$ cat src/rtl/core/rdsc_pkg.sv
// Shared constants, types and the digit character table of the radix digit string converter.
`default_nettype none

package rdsc_pkg;

  localparam int VALUE_BITS = 64;
  localparam int MAX_DIGITS = 64;

  // Quotient bits retired per clock by the datapath divider
  localparam int STEP_BITS  = 4;
  localparam int STEPS      = (VALUE_BITS + STEP_BITS - 1) / STEP_BITS;
  localparam int QW         = STEPS * STEP_BITS;
  localparam int STEP_CNT_W = (STEPS > 1) ? $clog2(STEPS) : 1;
  localparam int CNT_W      = $clog2(MAX_DIGITS + 1);
  localparam int IDX_W      = $clog2(MAX_DIGITS);

  localparam logic [4:0] RADIX_MIN = 5'd2;
  localparam logic [4:0] RADIX_MAX = 5'd16;

  localparam logic [7:0] FMT_HEX_LOWER = 8'h78;  // 'x'
  localparam logic [7:0] FMT_POINTER   = 8'h70;  // 'p'

  localparam logic [6:0] CHAR_ZERO    = 7'h30;
  localparam logic [6:0] CHAR_A_LOWER = 7'h61;
  localparam logic [6:0] CHAR_A_UPPER = 7'h41;

  typedef struct packed {
    logic load;
    logic step;
    logic read;
    logic emit;
  } dp_cmd_t;

  typedef struct packed {
    logic digit_end;
    logic quot_zero;
    logic cnt_last;
    logic cnt_one;
  } dp_sts_t;

  function automatic logic [6:0] digit_ascii(input logic [3:0] d, input logic lower);
    logic [6:0] base;
    base = lower ? CHAR_A_LOWER : CHAR_A_UPPER;
    if (d < 4'd10) begin
      digit_ascii = CHAR_ZERO + 7'(d);
    end else begin
      digit_ascii = base + 7'(d - 4'd10);
    end
  endfunction

endpackage

`default_nettype wire

$ cat src/rtl/core/radix_digit_string_converter_top.sv
// Top level of the radix digit string converter.
// A request is taken when start is high while busy is low. The value is divided by
// the radix four quotient bits per clock; after the last digit the string is read
// back from the digit store most significant first, one digit at a time, each shown
// for one cycle with result_valid high and last_digit marking the final one. A
// request holds busy until its final digit has been shown (at most 64 digits). The
// receiver cannot stall the output: every digit must be taken in the cycle
// result_valid is high.
`default_nettype none

module radix_digit_string_converter_top (
  input  wire logic        clk,
  input  wire logic        rst,
  input  wire logic        start,
  output logic             busy,
  input  wire logic [63:0] value,
  input  wire logic [4:0]  radix,
  input  wire logic [7:0]  format_char,
  output logic             result_valid,
  output logic [6:0]       digit_char,
  output logic             last_digit
);
  import rdsc_pkg::*;

  dp_cmd_t cmd;
  dp_sts_t sts;

  rdsc_ctrl u_ctrl (
    .clk          (clk),
    .rst          (rst),
    .start        (start),
    .sts          (sts),
    .cmd          (cmd),
    .busy         (busy),
    .result_valid (result_valid)
  );

  rdsc_datapath u_dp (
    .clk         (clk),
    .rst         (rst),
    .value       (value),
    .radix       (radix),
    .format_char (format_char),
    .cmd         (cmd),
    .sts         (sts),
    .digit_char  (digit_char),
    .last_digit  (last_digit)
  );

endmodule

`default_nettype wire

$ cat src/rtl/core/rdsc_datapath.sv
// Datapath: radix divider, digit store, digit counter and character encoding.
`default_nettype none

module rdsc_datapath (
  input  wire logic              clk,
  input  wire logic              rst,
  input  wire logic [63:0]       value,
  input  wire logic [4:0]        radix,
  input  wire logic [7:0]        format_char,
  input  wire rdsc_pkg::dp_cmd_t cmd,
  output rdsc_pkg::dp_sts_t      sts,
  output logic [6:0]             digit_char,
  output logic                   last_digit
);
  import rdsc_pkg::*;

  logic [QW-1:0]         quot;
  logic [3:0]            rem;
  logic [4:0]            rdx;
  logic                  lower;
  logic [STEP_CNT_W-1:0] step_cnt;
  logic [CNT_W-1:0]      count;
  logic [3:0]            rd_digit;
  logic [3:0]            store [MAX_DIGITS];

  logic [QW-1:0]         q_work;
  logic [3:0]            r_work;
  logic [4:0]            trial;
  logic [4:0]            rdx_sat;
  logic                  digit_end;
  logic [CNT_W-1:0]      rd_pos;

  // Restoring division, several quotient bits per clock
  always_comb begin
    q_work = quot;
    r_work = rem;
    trial  = '0;
    for (int i = 0; i < STEP_BITS; i++) begin
      trial  = {r_work, q_work[QW-1]};
      q_work = {q_work[QW-2:0], 1'b0};
      if (trial >= rdx) begin
        trial     = trial - rdx;
        q_work[0] = 1'b1;
      end
      r_work = trial[3:0];
    end
  end

  always_comb begin
    if (radix < RADIX_MIN) begin
      rdx_sat = RADIX_MIN;
    end else if (radix > RADIX_MAX) begin
      rdx_sat = RADIX_MAX;
    end else begin
      rdx_sat = radix;
    end
  end

  assign digit_end = (step_cnt == STEP_CNT_W'(STEPS - 1));
  assign rd_pos    = count - CNT_W'(1);

  always_ff @(posedge clk) begin
    if (rst) begin
      quot     <= '0;
      rem      <= '0;
      step_cnt <= '0;
      count    <= '0;
    end else if (cmd.load) begin
      quot     <= QW'(value[VALUE_BITS-1:0]);
      rem      <= '0;
      step_cnt <= '0;
      count    <= '0;
    end else if (cmd.step) begin
      quot <= q_work;
      if (digit_end) begin
        rem      <= '0;
        step_cnt <= '0;
        count    <= count + CNT_W'(1);
      end else begin
        rem      <= r_work;
        step_cnt <= step_cnt + STEP_CNT_W'(1);
      end
    end else if (cmd.emit) begin
      count <= count - CNT_W'(1);
    end
  end

  // Hold the request's radix and letter case
  always_ff @(posedge clk) begin
    if (cmd.load) begin
      rdx   <= rdx_sat;
      lower <= (format_char == FMT_HEX_LOWER) || (format_char == FMT_POINTER);
    end
  end

  always_ff @(posedge clk) begin
    if (cmd.step && digit_end) begin
      store[count[IDX_W-1:0]] <= r_work;
    end
    if (cmd.read) begin
      rd_digit <= store[rd_pos[IDX_W-1:0]];
    end
  end

  assign sts.digit_end = digit_end;
  assign sts.quot_zero = (q_work == '0);
  assign sts.cnt_last  = (count == CNT_W'(MAX_DIGITS - 1));
  assign sts.cnt_one   = (count == CNT_W'(1));

  assign digit_char = digit_ascii(rd_digit, lower);
  assign last_digit = sts.cnt_one;

endmodule

`default_nettype wire

$ cat src/rtl/core/rdsc_ctrl.sv
// Controller: sequences load, division, store read-back and digit output.
`default_nettype none

module rdsc_ctrl (
  input  wire logic              clk,
  input  wire logic              rst,
  input  wire logic              start,
  input  wire rdsc_pkg::dp_sts_t sts,
  output rdsc_pkg::dp_cmd_t      cmd,
  output logic                   busy,
  output logic                   result_valid
);
  import rdsc_pkg::*;

  localparam logic [1:0] ST_IDLE = 2'd0;
  localparam logic [1:0] ST_DIV  = 2'd1;
  localparam logic [1:0] ST_RD   = 2'd2;
  localparam logic [1:0] ST_OUT  = 2'd3;

  logic [1:0] state;
  logic [1:0] state_next;

  always_comb begin
    state_next = state;
    cmd        = '0;
    case (state)
      ST_IDLE: begin
        if (start) begin
          cmd.load   = 1'b1;
          state_next = ST_DIV;
        end
      end
      ST_DIV: begin
        cmd.step = 1'b1;
        // stop once the quotient runs out or the store is full
        if (sts.digit_end && (sts.quot_zero || sts.cnt_last)) begin
          state_next = ST_RD;
        end
      end
      ST_RD: begin
        cmd.read   = 1'b1;
        state_next = ST_OUT;
      end
      ST_OUT: begin
        cmd.emit   = 1'b1;
        state_next = sts.cnt_one ? ST_IDLE : ST_RD;
      end
      default: begin
        state_next = ST_IDLE;
      end
    endcase
  end

  always_ff @(posedge clk) begin
    if (rst) begin
      state <= ST_IDLE;
    end else begin
      state <= state_next;
    end
  end

  assign busy         = (state != ST_IDLE);
  assign result_valid = (state == ST_OUT);

endmodule

`default_nettype wire

$ cat config.mk
export PLATFORM = sky130hd
export DESIGN_NAME = radix_digit_string_converter_top
export DESIGN_NICKNAME = d
export VERILOG_FILES = /design/src/rtl/core/rdsc_pkg.sv /design/src/rtl/core/radix_digit_string_converter_top.sv /design/src/rtl/core/rdsc_datapath.sv /design/src/rtl/core/rdsc_ctrl.sv
export SDC_FILE = /design/constraint.sdc
export NUM_CORES = 1
export LEC_CHECK = 0
export ABC_AREA = 1
export BUFFER_PORTS_ARGS = -buffer_cell sky130_fd_sc_hd__buf_2
export CAP_MARGIN = 20
export CORE_MARGIN = 8
export CORE_UTILIZATION = 40
export CTS_CLUSTER_DIAMETER = 60
export CTS_CLUSTER_SIZE = 16
export DETAILED_ROUTE_END_ITERATION = 6
export GPL_ROUTABILITY_DRIVEN = 0
export PLACE_DENSITY = 0.67
export SETUP_SLACK_MARGIN = 0.5
export SKIP_LAST_GASP = 1
export SYNTH_ARGS = -nofsm -noshare
export SYNTH_HDL_FRONTEND = slang
export SYNTH_HIERARCHICAL = 1
export SYNTH_SLANG_ARGS = --single-unit
$ cat constraint.sdc
create_clock -name clk -period 6.8 [get_ports clk]
set_clock_uncertainty 0.2 [all_clocks]
set_input_delay 0.68 -clock clk [delete_from_list [all_inputs] [get_ports clk]]
set_output_delay 0.68 -clock clk [all_outputs]
set_load 0.01 [all_outputs]
==> results.ini <==
[floorplanning]
rows = 73
core_um2 = 39700
initial_utilization = 0.406
die_h_um = 217
io_pins = 90
die-area_um2 = 47000
die_x_um = 217

[grt]
grt_pass1_vias = 12000
gr-usage-all-layers = 0.159
grt.overflow.total = 0
grt_pass1_wl_um = 61500
antenna_found_initial = 1
grt_max_degree = 83

[clocking]
clk_path_buf_depth = 3
cts_hold_buf = 0
cts_tree = built
cts.sinks = 347
clk_pin_slew_worst_paths_ns = 0.07
clk_latency_ns = 0.55
htree_levels = 1
root_buffer = clkbuf_16
cts_made_buffers = 28

[timing]
setup_viol = 0
max-slew-margin-rel = 0.320
min_period_ns = 5.81
fin_crit_sh = 0.854
tns_ns = 0
whs_ns = 0.189
rsz0062_at_grt = no
max_freq_mhz = 172
slew_violations = 0
tightest_slew_ns = 1.02
finalHoldViolCount = 0

[yosys]
ys_types = 50
yosysWarningCount = 6
synth_flop_cell = edfxtp_1
synth_nets = 1785
async_flop_share = 0
netlist_area_um2 = 16100
synth_cells = 1671
ys_seq_area_frac = 0.596
syn_area_per_cell_um2 = 9.64
synth-seq-cells = 347
synth_edf_count = 266

[setup_path]
cp.arrival_ns = 5.88
endpoint = u_dp/store[42][3]
critPathBufInv = 6
critPathRequiredTime_ns = 6.87
reg2reg_slack_ns = 0.99
crit_type = register to register
r2r_start = u_dp/rdx[2]
cpMostUsedCell = nand2_1
start_kind = register
crit_family = simple AND/OR/NAND/NOR gates
path_max_fanout = 32
cp-startpoint = u_dp/rdx[2]
cp.depth = 36
end_kind = register
crit_slowest_cell = edfxtp_1
r2r-end = u_dp/store[42][3]
slowest_delay_ns = 0.38
reg2regPathDepth = 36

[final_layout]
final_cell_mix = nor2_1, edfxtp_1, o21ai_0
fin_cells = 2258
area_growth_pct = 11.2
drive_gt1_frac = 0.105
design_area_um2 = 17900
layout_commonest_cell = nor2_1
num-fill-cells = 3735
nets = 1831

[placement]
placed_area_um2 = 16900
dp_hpwl_um = 24200
io_buffers = 88
dp_cells = 2206

[run_status]
status = finished, final reports clean

[routing]
ant_nets = 0
wl_um = 38800
wl_per_cell_um = 17.2
firstDrtPassIters = 6
drt_iter0_markers = 1070
drc = 0
vias = 12000
avgViaCountPerCell = 5.30

[run]
drv_cap = 0

[worst_hold_path]
hp-class = primary input to register

worst register-to-register path, delay by kind of cell, from the launching register on:
family	cells	cell delay, ns
AO/OA/AOI/OAI	2	0.39
adder cells (fa/ha/maj)	4	1.27
buffers and inverters	6	0.73
flip-flops	1	0.38
AND/OR/NAND/NOR	24	2.57
per-layer routing:
metal / track usage / share of wire / vias to the layer above
li1: - / - / 5806
met1: 0.214 / 0.44 / 5643
met2: 0.262 / 0.46 / 454
met3: 0.0277 / 0.077 / 54
met4: 0.0397 / 0.021 / 0
met5: 0 / 0 / -
per-stage QoR:
step | util | setup slack [ns]
2_1_floorplan | - | 0.802
3_3_place_gp | 0.426 | 0.701
3_5_place_dp | 0.426 | 0.605
4_1_cts | 0.448 | 0.571
5_1_grt | 0.451 | 0.447
6_report | 0.451 | 0.992
area by class of cell:
type	instances	area, um^2	share of cell area
inverters	172	648	0.0362
flip-flops and latches	347	9610	0.537
clock inverters	8	118	0.00656
repair buffers	105	656	0.0366
multi-input cells	1063	5460	0.305
clock buffers	37	759	0.0424
diodes	1	2.50	0.000140
well taps	525	657	0.0367
worst min-delay path by stage:
stage / startpoint / slack [ns] / cells past startpoint / endpoint
finish: radix[4] / 0.19 / 1 / u_dp/rdx[4]
global route: radix[4] / 0.18 / 1 / u_dp/rdx[4]
CTS: radix[4] / 0.16 / 1 / u_dp/rdx[4]
detailed placement: u_dp/rem[3] / 0.27 / 2 / u_dp/rem[3]
global placement: u_dp/count[6] / 0.27 / 2 / u_dp/count[6]
floorplan: u_dp/rem[3] / 0.25 / 2 / u_dp/rem[3]
sequential cells by signal, indices dropped and copies added, names as in the netlist:
name and flops:
u_dp/lower 1, u_dp/quot 64, u_dp/rem 4, u_dp/rdx 5, u_ctrl/state 2, u_dp/rd_digit 4, u_dp/step_cnt 4, u_dp/store 256
u_dp/count 7
what timing repair did:
action | CTS | global route
gates resized for setup | 0 | 7
setup endpoints to repair | 0 | 263
setup buffers | 0 | 4
synthesized netlist by cell type (2+ instances only):
cell type    n  area share
a31o_2       4      0.0022
a21o_1       2     0.00093
a21oi_1     26      0.0081
nor3_1       5      0.0016
a21oi_2      3      0.0016
o221ai_1     6      0.0033
nand2_1    217       0.051
buf_1        3     0.00070
nand4_1     11      0.0043
inv_1      161       0.038
xor2_1       9      0.0049
o21ai_1      4      0.0012
fa_1         4      0.0050
clkbuf_1    45       0.010
inv_2        9      0.0021
buf_2       22      0.0068
nor2_4       2      0.0014
nor4_1      16      0.0062
edfxtp_1   266        0.50
o211ai_1    72       0.034
nor2_2       3      0.0012
dfxtp_1     81        0.10
xnor2_1      3      0.0016
a22oi_1      5      0.0023
o21ai_0    243       0.075
a31oi_1      9      0.0035
ha_1        30       0.023
buf_4       14      0.0065
nand3_1     55       0.017
nor2_1     312       0.073
and2_1       6      0.0023
buf_6        5      0.0035
cell families after synthesis:
kind of cell | count (synthesis) | synth area share
AO/OA/AOI/OAI | 381 | 0.136
flip-flops | 347 | 0.596
XOR/XNOR | 14 | 0.00924
buffers and inverters | 261 | 0.0683
adder cells (fa/ha/maj) | 34 | 0.0283
AND/OR/NAND/NOR | 634 | 0.161
Power is left out: the tool's default activity adds up to more than one toggle a clock period on the data nets, which glitch-free logic cannot reach.
